===== config.mk =====
export PLATFORM = sky130hd
export DESIGN_NAME = utc_timestamp_to_epoch_parser_core
export DESIGN_NICKNAME = d
export VERILOG_FILES = /design/src/rtl/utc_pkg.sv /design/src/rtl/utc_front.sv /design/src/rtl/utc_queue.sv /design/src/rtl/utc_back.sv /design/src/rtl/utc_timestamp_to_epoch_parser_core.sv
export SDC_FILE = /design/constraint.sdc
export NUM_CORES = 1
export LEC_CHECK = 0
export BUFFER_PORTS_ARGS = -buffer_cell sky130_fd_sc_hd__buf_2
export CORE_UTILIZATION = 58
export CTS_BUF_LIST = sky130_fd_sc_hd__clkbuf_8
export DETAILED_ROUTE_END_ITERATION = 16
export PLACE_DENSITY = 0.85
export SYNTH_ARGS = -nofsm -noshare
export SYNTH_HDL_FRONTEND = slang
export SYNTH_SLANG_ARGS = --single-unit
export TNS_END_PERCENT = 100

===== constraint.sdc =====
create_clock -name clk -period 16.67 [get_ports clk]
set_input_delay 2.5005 -clock clk [delete_from_list [all_inputs] [get_ports clk]]
set_output_delay 2.5005 -clock clk [all_outputs]
set_load 0.03 [all_outputs]

===== src/rtl/utc_pkg.sv =====
// Shared types, constants and calendar tables of the UTC timestamp parser.
`default_nettype none

package utc_pkg;

  localparam int QUEUE_DEPTH = 2;

  // Characters of the fixed form
  localparam logic [7:0] CH_DASH  = 8'h2D;
  localparam logic [7:0] CH_COLON = 8'h3A;
  localparam logic [7:0] CH_DOT   = 8'h2E;
  localparam logic [7:0] CH_T     = 8'h54;
  localparam logic [7:0] CH_Z     = 8'h5A;
  localparam logic [7:0] CH_ZERO  = 8'h30;
  localparam logic [7:0] CH_NINE  = 8'h39;

  // floor(x / 25) == (x * RECIP_25) >> RECIP_SHIFT for x below 43690
  localparam logic [12:0] RECIP_25    = 13'd5243;
  localparam int          RECIP_SHIFT = 17;

  localparam logic [13:0] YEAR_BIAS   = 14'd400;      // one era, keeps the year positive
  localparam logic [23:0] DAY_OFFSET  = 24'd865566;   // 146097 + 719468 + 1 (day is 1-based)
  localparam logic [16:0] HOUR_SECS   = 17'd3600;
  localparam logic [16:0] MIN_SECS    = 17'd60;
  localparam logic signed [17:0] DAY_SECS = 18'sd86400;

  localparam logic [6:0] MAX_HOUR   = 7'd23;
  localparam logic [6:0] MAX_MINUTE = 7'd59;
  localparam logic [6:0] MAX_SECOND = 7'd60;
  localparam logic [6:0] MONTHS     = 7'd12;

  typedef struct packed {
    logic        fmt_ok;
    logic [13:0] year;
    logic [6:0]  month;
    logic [6:0]  day;
    logic [6:0]  hour;
    logic [6:0]  minute;
    logic [6:0]  second;
  } job_t;

  typedef enum logic [2:0] {
    BK_IDLE,
    BK_SPLIT,
    BK_DAYS,
    BK_SCALE,
    BK_OUT
  } back_state_t;

  // Day of a March-based year on which the month starts
  function automatic logic [8:0] month_start(input logic [6:0] m);
    logic [8:0] s;
    unique case (m) inside
      7'd1:    s = 9'd306;
      7'd2:    s = 9'd337;
      7'd3:    s = 9'd0;
      7'd4:    s = 9'd31;
      7'd5:    s = 9'd61;
      7'd6:    s = 9'd92;
      7'd7:    s = 9'd122;
      7'd8:    s = 9'd153;
      7'd9:    s = 9'd184;
      7'd10:   s = 9'd214;
      7'd11:   s = 9'd245;
      7'd12:   s = 9'd275;
      default: s = 9'd0;
    endcase
    return s;
  endfunction

  function automatic logic [4:0] month_days(input logic [6:0] m, input logic leap);
    logic [4:0] n;
    unique case (m) inside
      7'd4, 7'd6, 7'd9, 7'd11: n = 5'd30;
      7'd2:                    n = leap ? 5'd29 : 5'd28;
      default:                 n = 5'd31;
    endcase
    return n;
  endfunction

endpackage

`default_nettype wire


===== src/rtl/utc_front.sv =====
// Character front end: checks the form and accumulates the digit fields.
`default_nettype none

module utc_front (
  input  wire logic          clk,
  input  wire logic          rst,
  input  wire logic          in_valid,
  output logic               in_ready,
  input  wire logic [7:0]    char_code,
  input  wire logic          is_last,
  output logic               push_valid,
  input  wire logic          push_ready,
  output utc_pkg::job_t      push_data
);

  localparam logic [4:0] POS_DASH_A  = 5'd4;
  localparam logic [4:0] POS_DASH_B  = 5'd7;
  localparam logic [4:0] POS_T       = 5'd10;
  localparam logic [4:0] POS_COLON_A = 5'd13;
  localparam logic [4:0] POS_COLON_B = 5'd16;
  localparam logic [4:0] POS_DOT     = 5'd19;
  localparam logic [4:0] POS_FRAC    = 5'd21;
  localparam logic [4:0] POS_MAX     = 5'd31;

  logic [4:0]  pos, pos_next;
  logic [13:0] year, year_next;
  logic [6:0]  month, month_next;
  logic [6:0]  day, day_next;
  logic [6:0]  hour, hour_next;
  logic [6:0]  minute, minute_next;
  logic [6:0]  second, second_next;
  logic        err, err_next;

  logic        accept;
  logic        digit;
  logic [3:0]  dval;
  logic        fmt_ok;

  assign in_ready   = push_ready;
  assign accept     = in_valid && in_ready;
  assign push_valid = in_valid && is_last;

  assign digit  = (char_code >= utc_pkg::CH_ZERO) && (char_code <= utc_pkg::CH_NINE);
  assign dval   = char_code[3:0];
  assign fmt_ok = !err && (pos == POS_DOT || pos >= POS_FRAC) && char_code == utc_pkg::CH_Z;

  always_comb begin
    push_data.fmt_ok = fmt_ok;
    push_data.year   = year;
    push_data.month  = month;
    push_data.day    = day;
    push_data.hour   = hour;
    push_data.minute = minute;
    push_data.second = second;
  end

  always_comb begin
    pos_next    = pos;
    year_next   = year;
    month_next  = month;
    day_next    = day;
    hour_next   = hour;
    minute_next = minute;
    second_next = second;
    err_next    = err;
    if (accept) begin
      if (is_last) begin
        pos_next    = '0;
        year_next   = '0;
        month_next  = '0;
        day_next    = '0;
        hour_next   = '0;
        minute_next = '0;
        second_next = '0;
        err_next    = 1'b0;
      end else begin
        case (pos) inside
          POS_DASH_A, POS_DASH_B: begin
            if (char_code != utc_pkg::CH_DASH) err_next = 1'b1;
          end
          POS_T: begin
            if (char_code != utc_pkg::CH_T) err_next = 1'b1;
          end
          POS_COLON_A, POS_COLON_B: begin
            if (char_code != utc_pkg::CH_COLON) err_next = 1'b1;
          end
          POS_DOT: begin
            if (char_code != utc_pkg::CH_DOT) err_next = 1'b1;
          end
          default: begin
            if (!digit) begin
              err_next = 1'b1;
            end else begin
              case (pos) inside
                [5'd0:5'd3]:   year_next   = 14'(year * 14'd10 + 14'(dval));
                [5'd5:5'd6]:   month_next  = 7'(month * 7'd10 + 7'(dval));
                [5'd8:5'd9]:   day_next    = 7'(day * 7'd10 + 7'(dval));
                [5'd11:5'd12]: hour_next   = 7'(hour * 7'd10 + 7'(dval));
                [5'd14:5'd15]: minute_next = 7'(minute * 7'd10 + 7'(dval));
                [5'd17:5'd18]: second_next = 7'(second * 7'd10 + 7'(dval));
                default: ;  // fraction digit, ignored
              endcase
            end
          end
        endcase
        if (pos != POS_MAX) pos_next = pos + 5'd1;
      end
    end
  end

  always_ff @(posedge clk) begin
    if (rst) begin
      pos    <= '0;
      year   <= '0;
      month  <= '0;
      day    <= '0;
      hour   <= '0;
      minute <= '0;
      second <= '0;
      err    <= 1'b0;
    end else begin
      pos    <= pos_next;
      year   <= year_next;
      month  <= month_next;
      day    <= day_next;
      hour   <= hour_next;
      minute <= minute_next;
      second <= second_next;
      err    <= err_next;
    end
  end

  // a string's last beat leaves no trace for the next string
  assert property (@(posedge clk) disable iff (rst)
    accept && is_last |=> pos == '0 && !err && year == '0)
    else $error("front state not cleared after last beat");

endmodule

`default_nettype wire


===== src/rtl/utc_queue.sv =====
// Short job queue between the character front end and the epoch back end.
`default_nettype none

module utc_queue #(
  parameter int DEPTH = utc_pkg::QUEUE_DEPTH
) (
  input  wire logic          clk,
  input  wire logic          rst,
  input  wire logic          push_valid,
  output logic               push_ready,
  input  wire utc_pkg::job_t push_data,
  output logic               pop_valid,
  input  wire logic          pop_ready,
  output utc_pkg::job_t      pop_data
);

  localparam int PW = (DEPTH > 1) ? $clog2(DEPTH) : 1;
  localparam int CW = $clog2(DEPTH + 1);

  utc_pkg::job_t  mem [DEPTH];
  logic [PW-1:0]  wr_ptr, rd_ptr;
  logic [CW-1:0]  count;
  logic           do_push, do_pop;

  assign push_ready = count != CW'(DEPTH);
  assign pop_valid  = count != '0;
  assign do_push    = push_valid && push_ready;
  assign do_pop     = pop_valid && pop_ready;
  assign pop_data   = mem[rd_ptr];

  always_ff @(posedge clk) begin
    if (do_push) mem[wr_ptr] <= push_data;
  end

  always_ff @(posedge clk) begin
    if (rst) begin
      wr_ptr <= '0;
      rd_ptr <= '0;
      count  <= '0;
    end else begin
      if (do_push) wr_ptr <= (wr_ptr == PW'(DEPTH - 1)) ? '0 : wr_ptr + 1'b1;
      if (do_pop)  rd_ptr <= (rd_ptr == PW'(DEPTH - 1)) ? '0 : rd_ptr + 1'b1;
      if (do_push && !do_pop)      count <= count + 1'b1;
      else if (do_pop && !do_push) count <= count - 1'b1;
    end
  end

  assert property (@(posedge clk) disable iff (rst)
    count <= CW'(DEPTH))
    else $error("queue fill count beyond depth");

endmodule

`default_nettype wire


===== src/rtl/utc_back.sv =====
// Epoch back end: calendar checks and days-from-civil conversion, one job at a time.
`default_nettype none

module utc_back (
  input  wire logic              clk,
  input  wire logic              rst,
  input  wire logic              job_valid,
  output logic                   job_pop,
  input  wire utc_pkg::job_t     job_data,
  output logic                   out_valid,
  input  wire logic              out_ready,
  output logic                   valid_res,
  output logic signed [38:0]     epoch_seconds
);

  utc_pkg::back_state_t state, state_next;

  utc_pkg::job_t      job;
  logic [13:0]        y_base;
  logic [23:0]        prod_a;
  logic [23:0]        prod_b;
  logic [16:0]        tod;
  logic signed [23:0] days;
  logic signed [39:0] scaled;
  logic               ok;
  logic               out_load;

  // split step: year shifted to a March start and biased by one era
  logic [13:0]        y_base_next;

  // days step
  logic [6:0]         c100;
  logic [23:0]        pos_sum, neg_sum;

  // scale step
  logic [6:0]         q25;
  logic [11:0]        r25;
  logic               leap;
  logic [4:0]         top_day;
  logic               ok_next;
  logic signed [41:0] day_prod;

  assign y_base_next = 14'(job.year + utc_pkg::YEAR_BIAS - 14'(job.month <= 7'd2));

  assign c100    = prod_a[23:utc_pkg::RECIP_SHIFT];
  assign pos_sum = 24'(y_base) * 24'd365 + 24'(y_base[13:2]) + 24'(c100[6:2])
                 + 24'(utc_pkg::month_start(job.month)) + 24'(job.day);
  assign neg_sum = 24'(c100) + utc_pkg::DAY_OFFSET;

  assign q25     = prod_b[23:utc_pkg::RECIP_SHIFT];
  assign r25     = job.year[13:2] - 12'(q25) * 12'd25;
  assign leap    = (job.year[1:0] == 2'd0) && (r25 != '0 || q25[1:0] == 2'd0);
  assign top_day = utc_pkg::month_days(job.month, leap);
  assign ok_next = job.fmt_ok && job.month != '0 && job.month <= utc_pkg::MONTHS
                && job.day != '0 && job.day <= 7'(top_day)
                && job.hour <= utc_pkg::MAX_HOUR && job.minute <= utc_pkg::MAX_MINUTE
                && job.second <= utc_pkg::MAX_SECOND;
  assign day_prod = days * utc_pkg::DAY_SECS;

  // next state
  always_comb begin
    state_next = state;
    unique case (state)
      utc_pkg::BK_IDLE:  if (job_valid) state_next = utc_pkg::BK_SPLIT;
      utc_pkg::BK_SPLIT: state_next = utc_pkg::BK_DAYS;
      utc_pkg::BK_DAYS:  state_next = utc_pkg::BK_SCALE;
      utc_pkg::BK_SCALE: state_next = utc_pkg::BK_OUT;
      utc_pkg::BK_OUT:   if (!out_valid || out_ready) state_next = utc_pkg::BK_IDLE;
      default:           state_next = utc_pkg::BK_IDLE;
    endcase
  end

  // outputs
  always_comb begin
    job_pop  = 1'b0;
    out_load = 1'b0;
    unique case (state)
      utc_pkg::BK_IDLE: job_pop  = job_valid;
      utc_pkg::BK_OUT:  out_load = !out_valid || out_ready;
      default: ;
    endcase
  end

  always_ff @(posedge clk) begin
    if (rst) begin
      state     <= utc_pkg::BK_IDLE;
      out_valid <= 1'b0;
    end else begin
      state <= state_next;
      if (out_load)       out_valid <= 1'b1;
      else if (out_ready) out_valid <= 1'b0;
    end
  end

  always_ff @(posedge clk) begin
    if (job_pop) job <= job_data;
    if (state == utc_pkg::BK_SPLIT) begin
      y_base <= y_base_next;
      prod_a <= 24'(y_base_next[13:2]) * 24'(utc_pkg::RECIP_25);
      tod    <= 17'(job.hour) * utc_pkg::HOUR_SECS + 17'(job.minute) * utc_pkg::MIN_SECS
              + 17'(job.second);
    end
    if (state == utc_pkg::BK_DAYS) begin
      days   <= $signed(pos_sum - neg_sum);
      prod_b <= 24'(job.year[13:2]) * 24'(utc_pkg::RECIP_25);
    end
    if (state == utc_pkg::BK_SCALE) begin
      ok     <= ok_next;
      scaled <= day_prod[39:0];
    end
    if (out_load) begin
      valid_res     <= ok;
      epoch_seconds <= ok ? $signed(39'(scaled + $signed({23'd0, tod}))) : '0;
    end
  end

  assert property (@(posedge clk) disable iff (rst)
    out_valid && !out_ready |=> out_valid && $stable(valid_res) && $stable(epoch_seconds))
    else $error("result beat changed while waiting");

  assert property (@(posedge clk) disable iff (rst)
    out_valid && !valid_res |-> epoch_seconds == '0)
    else $error("invalid result carries a nonzero epoch");

  assert property (@(posedge clk) disable iff (rst)
    state == utc_pkg::BK_OUT && !out_valid |=> out_valid && state == utc_pkg::BK_IDLE)
    else $error("finished job not moved to the output register");

endmodule

`default_nettype wire


===== src/rtl/utc_timestamp_to_epoch_parser_core.sv =====
// Top level of the UTC timestamp to Unix epoch parser.
//
//   channel  dir  handshake            payload
//   in       in   in_valid/in_ready    char_code[7:0], is_last
//   out      out  out_valid/out_ready  valid_res, epoch_seconds[38:0] signed
//
// One character beat per cycle; the front end stalls only while the job queue is full.
// The back end takes one timestamp at a time through its steps: pop, split, days, scale, output load.
// After the last beat the job passes the queue and then these steps before out_valid rises.
// Strings may follow each other back to back while fewer than QUEUE_DEPTH jobs wait.
// Synchronous reset clears position, accumulators, queue pointers, back-end state and out_valid.
`default_nettype none

module utc_timestamp_to_epoch_parser_core #(
  parameter int QUEUE_DEPTH = utc_pkg::QUEUE_DEPTH
) (
  input  wire logic              clk,
  input  wire logic              rst,
  input  wire logic              in_valid,
  output logic                   in_ready,
  input  wire logic [7:0]        char_code,
  input  wire logic              is_last,
  output logic                   out_valid,
  input  wire logic              out_ready,
  output logic                   valid_res,
  output logic signed [38:0]     epoch_seconds
);

  logic          push_valid, push_ready;
  utc_pkg::job_t push_data;
  logic          job_valid, job_pop;
  utc_pkg::job_t job_data;

  utc_front u_front (
    .clk        (clk),
    .rst        (rst),
    .in_valid   (in_valid),
    .in_ready   (in_ready),
    .char_code  (char_code),
    .is_last    (is_last),
    .push_valid (push_valid),
    .push_ready (push_ready),
    .push_data  (push_data)
  );

  utc_queue #(
    .DEPTH (QUEUE_DEPTH)
  ) u_queue (
    .clk        (clk),
    .rst        (rst),
    .push_valid (push_valid),
    .push_ready (push_ready),
    .push_data  (push_data),
    .pop_valid  (job_valid),
    .pop_ready  (job_pop),
    .pop_data   (job_data)
  );

  utc_back u_back (
    .clk           (clk),
    .rst           (rst),
    .job_valid     (job_valid),
    .job_pop       (job_pop),
    .job_data      (job_data),
    .out_valid     (out_valid),
    .out_ready     (out_ready),
    .valid_res     (valid_res),
    .epoch_seconds (epoch_seconds)
  );

endmodule

`default_nettype wire


==> flow_summary.toml <==
[yosys]
yosys_warnings = 0
seq_area_frac_synth = 0.304
synthFlopType = "edfxtp_1"
synth-seq-cells = 355
synthCells = 3050
synth-edff-count = 292
syn-num-nets = 3902
ys_async_sr_fraction = 0
synthTopCellsByArea = "edfxtp_1 (27%), ha_1 (21%), fa_1 (17%)"
synthesis.area_mm2 = 0.0330
synth_top_area_frac = 0.266
syn_area_per_cell_um2 = 10.8
synth.distinct_cells = 93
synth_top_cell_by_area = "edfxtp_1"

[setup_path]
worstPathArrival_ps = 9010
r2r-end = "u_back.prod_a[23]$_DFFE_PP_"
r2r_cells = 30
crit_top_cell = "fa_1"
start_kind = "flop"
critPathRequiredTime_ps = 17070
worstSetupPathType = "flop to flop"
reg2reg_slack_ps = 8060
critPathCaptureType = "flop"
max_stage_delay_ps = 570
r2r-start = "u_back.job[32]$_DFFE_PP_"
critPathMaxFanout = 11
cpMaxStageDelayCell = "fa_1"

[sta]
tns_ps = 0
tightest_slew_ps = 1160
period_needed_ps = 8610
hold_viol = 0
finalMaxSlewViolations = 0
skew_ps = 39.5
finalWorstSetupSlack_ps = 8060
setup_viol = 0
fmax_ghz = 0.116
relSlewSlack = 0.228
rsz0062_at_grt = "false"
period_share = 0.517

[global_routing]
grtUsageTotal = 0.222
grt-ovfl-total = 0
first_global_vias = 22500
antenna_found_initial = 1
grt_start_max_net_pins = 65
grt_pass1_wl_um = 105000

[floorplanning]
core-area_mm2 = 0.0563
ioPinCount = 55
row_count = 87
dieArea_mm2 = 0.0579
start_util = 0.587
die_y_um = 241
dieWidth_um = 241

[clock_tree]
hold_buffers = 0
post-cts-setup-buffers = 0
cts_max_level = 2
cts_sinks = 355
cts-root-buf = "clkbuf_8"
clk_latency_ps = 680
clkTransAtPathRegs_ps = 70
cts-buffers-inserted = 59
postCtsResizedCells = 0
tritoncts = "yes"
clockBufferDepth = 3

[place]
place_ws_ps = 8130
dp.cells = 3830
routabilityCongestion = 0.892
dp.final_hpwl_um = 47900
port_buffers = 54

[routing]
route.vias.total = 21400
first_iter_violations = 1094
routed_via_density = 5.44
drc = 0
ant_nets = 0
routedWlPerCell_um = 15.6
wirelength_um = 61500
dr.pass1.iters = 7

[worst_hold_path]
holdCritStartpoint = "u_back.job[1]$_DFFE_PP_"
min_delay_path_depth = 0
hp-class = "flop to flop"
whs_endpoint = "u_back.tod[1]$_DFFE_PP_"

[finish]
stdcell_count = 3940
final_net_count = 3987
layout-drive-gt1-share = 0.0760
syn_to_final_growth_pct = 7.26
final_util = 0.629

[run_status]
status = "finished, final reports clean"

[run]
maxCapViolations = 0
## kinds of logic after synthesis
family,synth area share
adder cells (fa/ha/maj),0.382
buffers and inverters,0.0762
AND/OR/NAND/NOR,0.0899
AO/OA/AOI/OAI,0.0732
flip-flops,0.304
XOR/XNOR,0.0477
multiplexers,0.0274
## area by class of cell
type | count | area (µm²)
repair buffers | 66 | 360
clock buffers | 66 | 908
diodes | 1 | 2.50
clock inverters | 43 | 344
multi-input cells | 2033 | 20500
fillers | 4154 | 20900
flip-flops and latches | 355 | 10000
inverters | 620 | 2330
well taps | 756 | 946
## Yosys cell counts (8+ instances only)
library cell	count
inv_1	618
ha_1	558
edfxtp_1	292
fa_1	281
nor2_1	145
a21oi_1	132
xnor2_1	131
nand2_1	98
dfxtp_1	63
o21ai_0	57
mux2_2	50
xor2_1	49
a21o_1	48
nand2b_1	41
nand3_1	38
nor3_1	38
mux2i_1	34
clkbuf_1	27
or3_1	26
nand4_1	23
nor2b_1	20
and3_1	18
nor3b_1	17
and2_1	15
a31oi_1	14
o21bai_1	14
nand3b_1	13
nor4_1	13
o21a_1	11
a211oi_1	10
o211ai_1	9
o31ai_1	8
## flip-flops by register name (all words and copies together), names as in the netlist, 3 cells and up
name / count
u_back.tod: 17
u_queue.mem: 100
u_back.epoch_seconds: 39
u_back.scaled: 32
u_front.second: 7
u_back.y_base: 13
u_back.prod_b: 7
u_front.hour: 7
u_back.prod_a: 8
u_front.day: 7
u_front.pos: 5
u_back.state: 3
u_front.year: 14
u_front.minute: 7
u_back.days: 24
u_back.job: 50
u_front.month: 7
## cell usage in the layout (no fill, tap or decap), drive strengths merged, types with 8 or more instances in the layout
master and instances:
nor3b 19, and3 19, nor3 39, o31ai 8, a31oi 14, o21bai 14, xnor2 131, clkbuf 66
or3 26, nor4b 8, fa 281, nand2 99, nand2b 41, clkinv 14, o21ai 65, inv 641
nand3 38, and2 16, nor2 146, a21oi 137, a21o 48, mux2i 34, or4 8, o211ai 9
nand3b 14, edfxtp 292, nand4 23, dfxtp 63, a211oi 10, mux2 50, nor2b 20, xor2 49
buf 66, nor4 14, ha 558, o21a 11
## metal layers
metal,global-route usage,vias to the layer above,share of wire
met5,0,-,0
met4,0.0876,0,0.034
met3,0.0344,146,0.041
met2,0.401,425,0.51
met1,0.265,10400,0.42
li1,-,10500,-
## stage by stage
| stage | hold WS, ps | cell area (µm²) |
|---|---|---|
| 2_1_floorplan | 425 | 33000 |
| 3_3_place_gp | 436 | 34200 |
| 3_5_place_dp | 436 | 34200 |
| 4_1_cts | 453 | 35400 |
| 5_1_grt | 464 | 35400 |
| 6_report | 455 | 35400 |
## worst max-delay path by stage
stage	start	end	slack [ps]	cells after the start
after floorplan	u_back.job[32]$_DFFE_PP_	u_back.prod_a[22]$_DFFE_PP_	9120	29
after global placement	u_back.job[32]$_DFFE_PP_	u_back.prod_a[22]$_DFFE_PP_	8350	29
after detailed placement	u_back.job[32]$_DFFE_PP_	u_back.prod_a[23]$_DFFE_PP_	8130	30
after CTS	u_back.job[32]$_DFFE_PP_	u_back.prod_a[23]$_DFFE_PP_	8080	30
after global routing	u_back.job[32]$_DFFE_PP_	u_back.prod_a[23]$_DFFE_PP_	7610	30
final	u_back.job[32]$_DFFE_PP_	u_back.prod_a[23]$_DFFE_PP_	8060	30
## critical path, delay by kind of cell, from the launching register on
kind	cells	cell delay (ps)
AOI/OAI and AO/OA	12	2730
and+or+nand+nor	2	760
buffers and inverters	5	330
DFF	1	350
xor gates and xnor gates	2	460
adders and majority gates	9	3680
Power is not shown: default switching activity piles up to over one toggle a cycle in this logic, so the estimate is an artifact.
